`src/rtl/rhws_pkg.sv`:
```
`timescale 1ns / 1ps
`default_nettype none

package rhws_pkg;

    localparam int POSITION_BITS_DEF = 32;
    localparam int ANGLE_BITS_DEF    = 16;
    localparam int CORDIC_STEPS_DEF  = 16;

    // CORDIC working width: start vector is step * K with 16 extra fraction bits
    localparam int CORDIC_XW = 50;
    localparam int CORDIC_ZW = 34;
    localparam int ATAN_IDX_BITS = 5;

    localparam logic [31:0] GAIN_Q30 = 32'd652032874;

    localparam int CFG_ADDR_BITS = 2;
    localparam int CFG_DATA_BITS = 31;

    localparam logic [CFG_ADDR_BITS-1:0] CFG_STEP_DISTANCE = 2'd0;
    localparam logic [CFG_ADDR_BITS-1:0] CFG_MAX_STEP      = 2'd1;
    localparam logic [CFG_ADDR_BITS-1:0] CFG_ARRIVAL_TOL   = 2'd2;
    localparam logic [CFG_ADDR_BITS-1:0] CFG_CHECK_INTV    = 2'd3;

    localparam logic [30:0] STEP_DISTANCE_RST = 31'd65536;
    localparam logic [30:0] MAX_STEP_RST      = 31'd65536;
    localparam logic [15:0] ARRIVAL_TOL_RST   = 16'd3277;
    localparam logic [15:0] CHECK_INTV_RST    = 16'd20;

    localparam logic [1:0] EV_IDLE    = 2'd0;
    localparam logic [1:0] EV_NEW     = 2'd1;
    localparam logic [1:0] EV_REACHED = 2'd2;
    localparam logic [1:0] EV_FAR     = 2'd3;

    localparam logic [31:0] DIST_SAT = 32'hFFFF_FFFF;

    typedef struct packed {
        logic busy;
        logic done;
    } rhws_cordic_stat_t;

    // arctan(2^-i) in units of 2^-32 turn
    function automatic logic [31:0] atan_turn(input logic [ATAN_IDX_BITS-1:0] idx);
        logic [31:0] r;
        case (idx)
            5'd0:    r = 32'd536870912;
            5'd1:    r = 32'd316933406;
            5'd2:    r = 32'd167458907;
            5'd3:    r = 32'd85004756;
            5'd4:    r = 32'd42667331;
            5'd5:    r = 32'd21354465;
            5'd6:    r = 32'd10679838;
            5'd7:    r = 32'd5340245;
            5'd8:    r = 32'd2670163;
            5'd9:    r = 32'd1335087;
            5'd10:   r = 32'd667544;
            5'd11:   r = 32'd333772;
            5'd12:   r = 32'd166886;
            5'd13:   r = 32'd83443;
            5'd14:   r = 32'd41722;
            5'd15:   r = 32'd20861;
            5'd16:   r = 32'd10430;
            5'd17:   r = 32'd5215;
            5'd18:   r = 32'd2608;
            5'd19:   r = 32'd1304;
            5'd20:   r = 32'd652;
            5'd21:   r = 32'd326;
            5'd22:   r = 32'd163;
            5'd23:   r = 32'd81;
            default: r = 32'd0;
        endcase
        return r;
    endfunction

endpackage

`default_nettype wire

```
`src/rtl/rhws_cordic.sv`:
```
`timescale 1ns / 1ps
`default_nettype none

module rhws_cordic
    import rhws_pkg::*;
#(
    parameter int CORDIC_STEPS = CORDIC_STEPS_DEF
) (
    input  wire logic                        clk,
    input  wire logic                        rst_n,
    input  wire logic                        start,
    input  wire logic [CORDIC_XW-1:0]        x_start,
    input  wire logic [31:0]                 angle,
    output logic signed [CORDIC_XW-1:0]      x_out,
    output logic signed [CORDIC_XW-1:0]      y_out,
    output rhws_cordic_stat_t                stat
);

    localparam int ITW = $clog2(CORDIC_STEPS);
    localparam logic [ITW-1:0] IT_LAST = ITW'(CORDIC_STEPS - 1);

    logic signed [CORDIC_XW-1:0] x_reg, x_next;
    logic signed [CORDIC_XW-1:0] y_reg, y_next;
    logic signed [CORDIC_ZW-1:0] z_reg, z_next;
    logic [ITW-1:0]              it_reg, it_next;
    logic                        busy_reg, busy_next;
    logic                        done_reg, done_next;

    logic [1:0]                  quadrant;
    logic [31:0]                 angle_fold;
    logic signed [CORDIC_XW-1:0] dx;
    logic signed [CORDIC_XW-1:0] dy;
    logic signed [CORDIC_ZW-1:0] atan_z;

    assign quadrant = angle[31:30];
    assign dx       = y_reg >>> it_reg;
    assign dy       = x_reg >>> it_reg;
    assign atan_z   = $signed(CORDIC_ZW'(atan_turn(ATAN_IDX_BITS'(it_reg))));

    always_comb
    begin
        x_next     = x_reg;
        y_next     = y_reg;
        z_next     = z_reg;
        it_next    = it_reg;
        busy_next  = busy_reg;
        done_next  = 1'b0;
        angle_fold = angle;
        if (start)
        begin
            // second and third quadrant: rotate by half a turn, negate start vector
            if (quadrant == 2'b01 || quadrant == 2'b10)
            begin
                angle_fold = angle ^ 32'h8000_0000;
                x_next     = -$signed(x_start);
            end
            else
            begin
                x_next = $signed(x_start);
            end
            y_next    = '0;
            z_next    = CORDIC_ZW'($signed(angle_fold));
            it_next   = '0;
            busy_next = 1'b1;
        end
        else if (busy_reg)
        begin
            if (!z_reg[CORDIC_ZW-1])
            begin
                x_next = x_reg - dx;
                y_next = y_reg + dy;
                z_next = z_reg - atan_z;
            end
            else
            begin
                x_next = x_reg + dx;
                y_next = y_reg - dy;
                z_next = z_reg + atan_z;
            end
            it_next = it_reg + 1'b1;
            if (it_reg == IT_LAST)
            begin
                busy_next = 1'b0;
                done_next = 1'b1;
            end
        end
    end

    always_ff @(posedge clk or negedge rst_n)
    begin
        if (!rst_n)
        begin
            busy_reg <= 1'b0;
            done_reg <= 1'b0;
            it_reg   <= '0;
        end
        else
        begin
            busy_reg <= busy_next;
            done_reg <= done_next;
            it_reg   <= it_next;
        end
    end

    always_ff @(posedge clk)
    begin
        x_reg <= x_next;
        y_reg <= y_next;
        z_reg <= z_next;
    end

    assign x_out     = x_reg;
    assign y_out     = y_reg;
    assign stat.busy = busy_reg;
    assign stat.done = done_reg;

endmodule

`default_nettype wire

```
`config.mk`:
```
export PLATFORM = sky130hd
export DESIGN_NAME = rhws_cordic
export DESIGN_NICKNAME = d
export VERILOG_FILES = /design/src/rtl/rhws_pkg.sv /design/src/rtl/rhws_cordic.sv
export SDC_FILE = /design/constraint.sdc
export NUM_CORES = 1
export LEC_CHECK = 0
export BUFFER_PORTS_ARGS = -buffer_cell sky130_fd_sc_hd__clkbuf_2
export CAP_MARGIN = 20
export CORE_UTILIZATION = 36
export CTS_CLUSTER_DIAMETER = 120
export DETAILED_ROUTE_END_ITERATION = 10
export PLACE_DENSITY_LB_ADDON = 0.05
export REMOVE_ABC_BUFFERS = 1
export SLEW_MARGIN = 5
export SYNTH_ARGS = -nofsm -noshare
export SYNTH_HDL_FRONTEND = slang
export SYNTH_SLANG_ARGS = --single-unit
```
`constraint.sdc`:
```
create_clock -name clk -period 6.5 [get_ports clk]
set_input_delay 1.3 -clock clk [delete_from_list [all_inputs] [get_ports clk]]
set_output_delay 1.3 -clock clk [all_outputs]
set_load 0.01 [all_outputs]
```
==> summary.md, run 1 <==
The flow ran to the end, and the final reports show no timing, DRC or antenna violations. Dividing the detail-routed wire length by the instance count gives 21.65 µm. The insertion delay of the later-clocked pin in the worst-skew pair is 0.49 ns. The worst setup path is captured at a flop. Among all stages on the critical path, the largest delay is contributed by sky130_fd_sc_hd__or4b_2.

The endpoint identified for the worst register-to-register timing path is x_out[42]$_DFFE_PP_. The first-iteration detailed-routing DRC count was 1437. Setup repair after global routing left no endpoint under its margin. Sequential cells were found to cover 17.09% of the synthesized design area. The run gives 95 as the number of distinct standard cells referenced by the synthesized netlist. For the count of final hold-check violations, the log shows 0.

The startpoint identified for the worst register-to-register timing path is it_reg[1]$_DFFE_PN0P_. The post-synthesis cell count was 2615; the global placer's final weighted congestion was 0.9069. Cell seen most often among critical-path stages: sky130_fd_sc_hd__buf_4. Walking the worst path, the cells encountered are buf_4, buf_12, mux4_2, mux2_2, nand4bb_1, a221oi_2, and4_4, buf_4, nor2_1, xnor2_1, ha_1, nand2_1, nor2_1, and3_1, o21ai_0, a31oi_2, buf_4, o21ai_0, buf_4, nand2_1, o311a_1, a41oi_1, or4b_2, o211ai_1.

Number of flip-flops and latches in the synthesized netlist: 140. The critical path starts at it_reg[1]$_DFFE_PN0P_. Counting every sink on the clock net gives 140. By area the synthesized netlist is led by sky130_fd_sc_hd__edfxtp_1, sky130_fd_sc_hd__mux4_2, sky130_fd_sc_hd__ha_1, sky130_fd_sc_hd__xnor2_1, sky130_fd_sc_hd__a21oi_1. The register-to-register setup slack is 0.23 ns. Summed over all layers, the global routing overflow is 0.

The initial utilization of the core area, before any placement, comes to 36.42%. Derived from the worst setup path, the maximum achievable clock frequency is 159.6 MHz. The first TritonRoute pass finished after 5 iterations. Buffers inserted to repair hold after CTS numbered 0. In this run the worst path has a maximum fanout of 25. The flip-flop cell with the highest count after synthesis was sky130_fd_sc_hd__edfxtp_1. Clock tree synthesis selected as its root buffer the cell sky130_fd_sc_hd__clkbuf_16.

The cell type contributing the most total cell area after synthesis was sky130_fd_sc_hd__edfxtp_1. The logs give 0 for the final count of pins violating max slew and 187 for the total I/O pin count. The shortest period the worst path allows was 6.268 ns. The largest single stage delay on the critical path is 0.60 ns. Post-synthesis instance area: 21490 µm².

The total number of nets in the final design is 3035. The layout overhead on the synthesized area works out to 14.52%. TritonCTS built the clock tree. Across every metal layer, demand over resource in global routing totals 25.42%. The worst hold path belongs to the class flop to flop. In the routed design, unresolved DRC markers number 0.

The detail-routed via count per cell came out at 5.811. Summed over all nets, the half-perimeter wirelength after detailed placement is 61820 µm. The post-route fraction of the period consumed by the critical path came out at 96.43%. Of all flip-flops after synthesis, the portion carrying an async set or reset was 4.286%. The layout cell share with drive strength beyond 1 is 19.25%, and the via count of the first global-routing pass is 19950. Clock-pin slew was measured on the worst setup and hold paths at 0.07 ns.

The run gives 59020 µm² as the core footprint. The routed layout has 20860 vias. The number of buffers on the longest clock path is 2, and the total number of placement rows is 89.

Transition time at the pin with the least slew margin: 0.9175 ns. STA classifies the critical path startpoint as a flop. Dividing the synthesized area by the synthesized cell count gives 8.219 µm².

Entering global routing, the biggest net connects 136 pins. The number of buffers inserted during clock tree synthesis was 17. The logs give 0 for the count of maximum capacitance violations and 38.83% for the worst max-slew margin expressed relative to the limit. The overall die height is 246.3 µm, and the antenna diode instance count is 0. The critical path endpoint was x_out[42]$_DFFE_PP_. The remaining antenna violation count is 0. Yosys printed 0 warnings. Yosys mapped a number of flops with a built-in enable equal to 84. The library cell used most frequently in the layout, excluding fill and tap cells, is sky130_fd_sc_hd__nand2_1. The top cell types in the final layout, fill and taps aside, are sky130_fd_sc_hd__nand2_1, sky130_fd_sc_hd__a21oi_1, sky130_fd_sc_hd__nor2_1.

After synthesis, the largest area contributor takes up 11.74% of total cell area. The die is 246.3 µm wide. The worst register-to-register path has a depth of 24. The logs give 6.84 ns for the required time reported for the critical path endpoint and 118600 µm for the global-route wire length before repair. The tools report the total length of routed wires as 77700 µm.

At the worst endpoint, the arrival time is 6.61 ns. The type of the worst setup path is flop to flop. The run gives 41.70% as the share of the core filled with cells in the final layout. The tools report the area of the die as 60680 µm².

The post-route clock skew was 0.01754 ns; the port buffer count was 186. Number of antenna violations at the first check in global routing: 0. The run gives 4 as the maximum level of the CTS H-tree.

The tools report the setup-violating endpoint count in the final report as 0.
==> cells by family after synthesis <==
family | after synthesis | synth area share [%]
AND/OR/NAND/NOR | 801 | 17.67
AO/OA/AOI/OAI | 779 | 22.66
XOR/XNOR | 282 | 11.49
multiplexers | 264 | 18.22
buffers and inverters | 202 | 4.197
adder cells (fa/ha/maj) | 147 | 8.663
flip-flops | 140 | 17.09
==> per-stage QoR <==
step           cells  hold slack [ns]  setup WS, ns  cell area, µm²  TNS (ns)
6_report        3589           0.5311        0.2324           24610         0
3_3_place_gp    3547           0.5184       0.02174           23760         0
5_1_grt         3589           0.5935      0.002019           24610         0
3_5_place_dp    3547           0.5240      -0.04331           23760  -0.04331
4_1_cts         3580           0.5362       0.03530           24410         0
2_1_floorplan   2470           0.5165        -3.826           20800   -303.54
==> Yosys cell counts (all sizes together), types with 54 or more instances <==
master and n:
nand2 286, a21oi 228, nor2 208, o21ai 190, xnor2 158, ha 144
xor2 124, mux2i 116, mux4 96, a21o 89, edfxtp 84, clkbuf 77
buf 68, nor3 56, inv 54
==> area by class of cell <==
class                           count  area, µm²
Inverter                           57      217.7
Multi-Input combinational cell   2273      17020
Fill cell                        6098      34410
Clock buffer                       18      429.2
Clock inverter                     14      217.7
Timing Repair Buffer              314       2067
Tap cell                          773      967.2
Sequential cell                   140       3690
==> per-layer routing <==
| metal | part of all wire, % | up-vias | track usage, % |
|---|---|---|---|
| li1 | - | 10160 | - |
| met1 | 45 | 10120 | 33.21 |
| met2 | 48 | 510 | 43.56 |
| met3 | 4.7 | 68 | 3.627 |
| met4 | 2.0 | 0 | 6.536 |
| met5 | 0 | - | 0 |
==> worst min-delay path by stage <==
stage / from / endpoint / slack [ns] / depth (start not counted)
2_1_floorplan: y_out[0]$_SDFFE_PP0P_ / y_out[0]$_SDFFE_PP0P_ / 0.52 / 2
3_3_place_gp: y_out[0]$_SDFFE_PP0P_ / y_out[0]$_SDFFE_PP0P_ / 0.52 / 2
3_5_place_dp: y_out[0]$_SDFFE_PP0P_ / y_out[0]$_SDFFE_PP0P_ / 0.52 / 2
4_1_cts: y_out[0]$_SDFFE_PP0P_ / y_out[0]$_SDFFE_PP0P_ / 0.54 / 2
5_1_grt: y_out[0]$_SDFFE_PP0P_ / y_out[0]$_SDFFE_PP0P_ / 0.59 / 2
6_report: y_out[0]$_SDFFE_PP0P_ / y_out[0]$_SDFFE_PP0P_ / 0.53 / 2
==> worst max-delay path: cells and delay by family, from the launching register on <==
family,cells,cell delay (ns)
xor+xnor,1,0.33
buf+inv,5,1.02
mux,2,0.71
flops,1,0.46
compound gates,7,1.51
simple gates,8,1.70
fa+ha+maj,1,0.36
==> timing repair <==
| item | in CTS | in global routing |
|---|---|---|
| setup endpoints to repair | 1 | 17 |
| setup buffers | 1 | 8 |
| pin swaps | 0 | 1 |
| resized for setup | 0 | 31 |
| gates cloned | 0 | 1 |
Power of run 1 is not shown: default switching activity piles up to over one toggle a cycle in this logic, so the estimate is an artifact.
==> run 2: changes to the inputs <==
--- a/config.mk
+++ b/config.mk
@@ -10,6 +10,7 @@
 export CORE_UTILIZATION = 36
 export CTS_CLUSTER_DIAMETER = 120
 export DETAILED_ROUTE_END_ITERATION = 10
+export GPL_TIMING_DRIVEN = 0
 export PLACE_DENSITY_LB_ADDON = 0.05
 export REMOVE_ABC_BUFFERS = 1
 export SLEW_MARGIN = 5
==> summary.md, run 2 (same netlist as run 1, synthesis figures left out) <==
The detail-routed via count per cell was 5.886 (+1.3%); the clock transition time at the flip-flop clock pins of the worst setup and hold paths was 0.06 ns (about the same). The run gives 4 (unchanged) as the maximum level of the CTS H-tree. For the overall fraction of global-route tracks in use, the log shows 25.23% (-0.19 points). The tools report the insertion delay of the later-clocked pin in the worst-skew pair as 0.50 ns (about the same). The run gives 0 (unchanged) as the total global routing overflow. The via count of the first global-routing pass came out at 19720 (-1.2%). The type of the worst setup path is flop to flop.

The worst hold path belongs to the class flop to flop. The transition time at the pin with the least slew margin works out to 1.040 ns (+0.1225 ns). The remaining design rule violation count was 0 (unchanged). The tools report the quantity of hold-fixing buffers added after cts as 0 (unchanged).

The tools report the highest clock rate as 157.2 MHz (-1.5%). For the pin count of the biggest net entering global routing, the log shows 115 (-15%). The total number of placement rows was 89 (unchanged); the total length of routed wires was 77730 µm (about the same).

The cell at the root of the clock tree is sky130_fd_sc_hd__clkbuf_16. The required time reported for the critical path endpoint is 6.83 ns (about the same). For the core footprint, the log shows 59020 µm² (unchanged).

The number of clock sinks was 140 (unchanged); the global-route wire length before repair was 117500 µm (-0.93%). The final count of pins violating max slew was 0 (unchanged). The total via count after detailed routing is 20730 (-0.60%).

For the estimated wirelength of the detail-placed design, the log shows 58540 µm (-5.3%). The largest driver fanout on the critical path came out at 13 (-48%). Setup repair after global routing could not meet its margin everywhere. The worst setup path is captured at a flop.

For the instance area at placement, the log shows 23180 µm² (-2.4%). The logs give 6 (+1) for the first-pass detailed-route iteration total and 0 (unchanged) for the count of maximum capacitance violations. The global placer's final weighted congestion was 0.8774 (-3.3%); the shortest period the worst path allows was 6.363 ns (+0.09492 ns). For the first-iteration detailed-routing DRC count, the log shows 1545 (+7.5%). Number of antenna violations at the first check in global routing: 0 (unchanged). The layout overhead on the synthesized area is 14.55% (about the same), and the total number of nets in the final design is 2968 (-2.2%).

TritonCTS built the clock tree. The overall die height is 246.3 µm (unchanged), and the post-route clock skew is 0.01306 ns (-0.004483 ns). Post-route fraction of the period consumed by the critical path: 97.89% (+1.5 points). The remaining antenna violation count is 0 (unchanged). Effective utilization at floorplan: 36.42% (unchanged).

The layout cell share with drive strength beyond 1 was 18.30% (-0.95 points); the design area was 24620 µm² (about the same). The endpoint arrival time on the critical path was 6.69 ns (+0.08 ns). Number of buffers on the longest clock path: 2 (unchanged).

The antenna diode instance count came out at 0 (unchanged). The routed length per instance came out at 22.07 µm (+1.9%). The port buffer count was 186 (unchanged); the floorplan die width was 246.3 µm (unchanged). The total I/O pin count is 187 (unchanged), and the setup-violating endpoint count in the final report is 0 (unchanged).

The tools report the startpoint type of the worst setup path as a flop. The tools report the count of final hold-check violations as 0 (unchanged). The flow ran to the end, and the final reports show no timing, DRC or antenna violations. Leaving out fill and tap cells, the most frequent cell in the layout is sky130_fd_sc_hd__nand2_1. The top cell types in the final layout, fill and taps aside, are sky130_fd_sc_hd__nand2_1, sky130_fd_sc_hd__a21oi_1, sky130_fd_sc_hd__nor2_1. The tools report the number of buffers inserted during clock tree synthesis as 17 (unchanged).

For the area of the die, the log shows 60680 µm² (unchanged). Worst max-slew margin expressed relative to the limit: 30.13% (-8.7 points).
## run 2: changes by cell type in the layout (fill, tap and decap cells not counted), sizes merged
cell	previous run	this run
clkbuf	204	210
bufinv	5	4
bufbuf	0	2
inv	56	54
clkinv	5	10
buf	128	55
clkinvlp	5	1
## run 2: path summary, 6_finish.rpt
| path | start | end | slack [ns] | cells after the start |
|---|---|---|---|---|
| max in group asynchronous | rst_n | it_reg[2]$_DFFE_PN0P_ | 5.66 | 1 |
| worst min register to register | y_out[0]$_SDFFE_PP0P_ | y_out[0]$_SDFFE_PP0P_ | 0.51 | 2 |
| worst max register to register | it_reg[0]$_DFFE_PN0P_ | x_out[42]$_DFFE_PP_ | 0.14 | 22 |
| worst max-delay path | it_reg[0]$_DFFE_PN0P_ | x_out[42]$_DFFE_PP_ | 0.14 | 22 |
| min in group asynchronous | rst_n | done_reg$_DFF_PN0_ | 0.64 | 1 |
| worst min-delay path | y_out[0]$_SDFFE_PP0P_ | y_out[0]$_SDFFE_PP0P_ | 0.51 | 2 |
## run 2: layer usage
| metal | track usage [%] | vias up | wire length, µm |
|---|---|---|---|
| met3 | 4.227 | 99 | 3957 |
| met1 | 33.03 | 10060 | 34840 |
| met5 | 0 | - | 0 |
| li1 | - | 10030 | - |
| met4 | 8.824 | 0 | 2306 |
| met2 | 41.63 | 548 | 36620 |
## run 2: metrics by stage
| stage | hold slack (ns) | setup TNS, ns | utilization (%) | worst slack (ns) | cells |
|---|---|---|---|---|---|
| finish | 0.5135 | 0 | 41.71 | 0.1374 | 3522 |
| global placement | 0.4989 | -1062.94 | 38.47 | -7.563 | 3429 |
| detailed placement | 0.4999 | -17.01 | 39.28 | -1.036 | 3448 |
| CTS | 0.5086 | -0.05630 | 41.00 | -0.05630 | 3503 |
| floorplan | 0.5165 | -303.54 | - | -3.826 | 2470 |
| global route | 0.5309 | -0.2045 | 41.71 | -0.1035 | 3522 |
## run 2: layout make-up
class / count / area, µm²
Clock buffer: 20 / 436.7
Clock inverter: 12 / 171.4
Fill cell: 6059 / 34400
Inverter: 57 / 226.5
Multi-Input combinational cell: 2273 / 17210
Sequential cell: 140 / 3690
Tap cell: 773 / 967.2
Timing Repair Buffer: 247 / 1914
## run 2: repair_timing
| action | 4_1_cts | 5_1_grt |
|---|---|---|
| pin swaps | 3 | 12 |
| hold endpoints to repair | 0 | 0 |
| resized for setup | 27 | 48 |
| endpoints found under the setup margin | 40 | 29 |
| setup buffers | 20 | 13 |
| gates cloned | 3 | 5 |
## run 2: worst max-delay path: stages (launching register included)
cell and delay, ns:
sky130_fd_sc_hd__dfrtp_4 0.42, sky130_fd_sc_hd__buf_12 0.17, sky130_fd_sc_hd__buf_16 0.17, sky130_fd_sc_hd__mux4_2 0.58, sky130_fd_sc_hd__mux4_2 0.54, sky130_fd_sc_hd__inv_1 0.09
sky130_fd_sc_hd__ha_1 0.18, sky130_fd_sc_hd__o21a_2 0.20, sky130_fd_sc_hd__and3_1 0.20, sky130_fd_sc_hd__a21oi_1 0.08, sky130_fd_sc_hd__xor2_1 0.32, sky130_fd_sc_hd__ha_1 0.38
sky130_fd_sc_hd__and3_1 0.23, sky130_fd_sc_hd__nand2_1 0.14, sky130_fd_sc_hd__nor2_1 0.07, sky130_fd_sc_hd__a21oi_1 0.32, sky130_fd_sc_hd__a31oi_2 0.32, sky130_fd_sc_hd__o21ai_4 0.29
sky130_fd_sc_hd__nand2_1 0.09, sky130_fd_sc_hd__o311a_1 0.41, sky130_fd_sc_hd__a41oi_2 0.26, sky130_fd_sc_hd__or4b_2 0.60, sky130_fd_sc_hd__o211ai_1 0.12
Power of run 2 is left out for the same reason.
==> run 3: changes to the inputs <==
--- a/config.mk
+++ b/config.mk
@@ -6,10 +6,11 @@
 export NUM_CORES = 1
 export LEC_CHECK = 0
 export BUFFER_PORTS_ARGS = -buffer_cell sky130_fd_sc_hd__clkbuf_2
-export CAP_MARGIN = 20
+export CORE_MARGIN = 8
 export CORE_UTILIZATION = 36
 export CTS_CLUSTER_DIAMETER = 120
 export DETAILED_ROUTE_END_ITERATION = 10
+export GPL_ROUTABILITY_DRIVEN = 0
 export GPL_TIMING_DRIVEN = 0
 export PLACE_DENSITY_LB_ADDON = 0.05
 export REMOVE_ABC_BUFFERS = 1
==> summary.md, run 3 (same netlist as run 1, synthesis figures left out) <==
The transition time at the pin with the least slew margin was 1.034 ns (-0.006007 ns). The largest driver fanout on the critical path came out at 6 (-7). The logs give 0 (unchanged) for the final count of pins violating max slew and 6.62 ns (-0.07 ns) for the endpoint arrival time on the critical path.

The run gives 22.24% (-3.0 points) as the overall fraction of global-route tracks in use. The logs give 0 (unchanged) for the setup-violating endpoint count in the final report and 0.21 ns (+0.07 ns) for the register-to-register setup slack. The number of cells on the critical path is 23 (+4.5%).

The port buffer count is 186 (unchanged), and the wire length on met2 is 38160 µm (+4.2%). The share of the core filled with cells in the final layout is 41.71% (unchanged), and the count of final hold-check violations is 0 (unchanged). The run gives 3524 (+0.057%) as the non-filler instance count after layout.

STA classifies the critical path endpoint as a flop. The library cell used most frequently in the layout, excluding fill and tap cells, is sky130_fd_sc_hd__nand2_1. The number of buffer and inverter instances along the worst setup path was 2 (-1). The flow ran to the end, and the final reports show no timing, DRC or antenna violations.

The maximum level of the CTS H-tree was 4 (unchanged); the first-pass detailed-route iteration total was 5 (-1). The tools report the insertion delay of the later-clocked pin in the worst-skew pair as 0.50 ns (about the same). For the routed metal-1 wire length, the log shows 35400 µm (+1.6%). The number of placed instances, taps included was 3449 (+0.029%); the total length of routed wires was 78820 µm (+1.4%). The largest incremental delay on the critical path was 0.60 ns (about the same); the number of clock sinks was 140 (unchanged).

Traced cell by cell, the critical path runs through buf_4, buf_6, mux4_2, mux2_2, nand4bb_1, a221oi_2, and4_4, nor2b_1, and3_1, nor2_1, xnor2_1, ha_1, nand4_1, nor2_2, nand4_1, o22ai_1, a211oi_2, nand2b_4, nand2_1, o311a_1, a41oi_2, or4b_2, o211ai_1. In the layout the commonest cells are sky130_fd_sc_hd__nand2_1, sky130_fd_sc_hd__a21oi_1, sky130_fd_sc_hd__nor2_1. Floorplan die width: 260.3 µm (+5.7%).

The run gives 0 ns (unchanged) as the final-layout setup total negative slack. Setup repair after global routing could not meet its margin everywhere. The most numerous cell type found on the critical path is sky130_fd_sc_hd__nand4_1.

The estimated wirelength of the detail-placed design was 59690 µm (+2.0%). The total number of placement rows was 89 (unchanged); the count of maximum capacitance violations was 0 (unchanged). The tools report the cell at the root of the clock tree as sky130_fd_sc_hd__clkbuf_16. For the number of buffers on the longest clock path, the log shows 2 (unchanged). The type of the worst setup path was flop to flop. STA classifies the critical path startpoint as a flop. The antenna diode instance count is 0 (unchanged).

The logs give 148 (+29%) for the pin count of the biggest net entering global routing and 0 (unchanged) for the remaining antenna violation count. The logs give 17 (unchanged) for the number of buffers inserted during clock tree synthesis and 2970 (+0.067%) for the total number of nets in the final design. For the global-route wire length before repair, the log shows 118500 µm (+0.90%).

The layout overhead on the synthesized area is 14.55% (unchanged). The cell depth of the worst flop-to-flop path came out at 23 (+4.5%). The slowest stage of the critical path is the sky130_fd_sc_hd__or4b_2 cell. Worst hold margin: 0.5157 ns (+0.002127 ns).

The area of the die is 67770 µm² (+12%), and the via count of the first global-routing pass is 20020 (+1.5%). The shortest period the worst path allows works out to 6.289 ns (-0.07388 ns). The total global routing overflow came out at 0 (unchanged). For the required time reported for the critical path endpoint, the log shows 6.83 ns (about the same). The core footprint was 59020 µm² (unchanged); the routed length per instance was 22.37 µm (+1.3%). In this run the top signal layer used is met4. For the number of antenna violations at the first check in global routing, the log shows 0 (unchanged). TritonCTS built the clock tree. The clock transition time at the flip-flop clock pins of the worst setup and hold paths came out at 0.07 ns (about the same). The total via count after detailed routing is 20840 (+0.52%).

In this run the worst hold path is classified as flop to flop. The run gives 30.53% (+0.40 points) as the worst max-slew margin expressed relative to the limit. The layout cell share with drive strength beyond 1 is 18.43% (+0.13 points), and the effective utilization at floorplan is 36.42% (unchanged).

Post-route fraction of the period consumed by the critical path: 96.75% (-1.1 points). The total I/O pin count is 187 (unchanged), and the highest clock rate is 159.0 MHz (+1.2%). The run gives 1514 (-2.0%) as the first-iteration detailed-routing DRC count. Among cell families on the critical path, the largest total delay comes from simple AND/OR/NAND/NOR gates.

Quantity of hold-fixing buffers added after cts: 0 (unchanged). The overall die height was 260.3 µm (+5.7%). The detail-routed via count per cell was 5.913 (+0.46%). The run gives 3624 µm (-8.4%) as the detailed route wirelength on metal3.

The post-route clock skew was 0.01372 ns (+0.0006624 ns). The cell depth of the worst hold path was 2 (unchanged); the remaining design rule violation count was 0 (unchanged).
run 3: cell count changes in the layout (fill, tap and decap cells not counted), sizes merged:
cell	before	now
clkinvlp	1	3
buf	55	56
inv	54	57
bufinv	4	2
bufbuf	2	1
clkbuf	210	211
clkinv	10	8
run 3: per-stage QoR:
stage          worst slack (ns)  instance area [µm²]
4_1_cts                -0.04005                24120
3_5_place_dp            -0.9985                23220
5_1_grt                -0.05596                24620
3_3_place_gp             -7.558                22700
6_report                 0.2113                24620
2_1_floorplan            -3.826                20800
run 3: path summary, 6_finish.rpt:
path                                         end             startpoint
max in group asynchronous  it_reg[3]$_DFFE_PN0P_                  rst_n
setup reg to reg             x_out[42]$_DFFE_PP_  it_reg[0]$_DFFE_PN0P_
setup / recovery             x_out[42]$_DFFE_PP_  it_reg[0]$_DFFE_PN0P_
min in group asynchronous  it_reg[2]$_DFFE_PN0P_                  rst_n
hold / removal             y_out[0]$_SDFFE_PP0P_  y_out[0]$_SDFFE_PP0P_
hold reg to reg            y_out[0]$_SDFFE_PP0P_  y_out[0]$_SDFFE_PP0P_
run 3: per-layer routing:
metal	GRT usage, %	vias up
met5	0	-
met4	5.005	0
met3	3.554	77
met2	38.23	504
met1	29.10	10220
li1	-	10040
run 3: final cells by class:
type	instances	area [µm²]
timing repair buffer	249	1953
tap	773	967.2
fill	6060	34400
inverter	57	229.0
clock inverter	13	142.6
sequential	140	3690
clock buffer	19	432.9
multi-input combinational	2273	17200
run 3: worst min-delay path, delay by kind of cell, from the launching register on:
family,cells,cell delay [ns]
AOI/OAI and AO/OA,1,0.05
DFF,1,0.34
and+or+nand+nor,1,0.09
run 3: what timing repair did:
action                                  4_1_cts  5_1_grt
pin swaps                                     3        9
resized for setup                            28       48
buffers inserted                             15       19
endpoints found under the setup margin       43       28
cloned                                        2        7
hold endpoints to repair                      0        0
Power of run 3 is left out for the same reason.
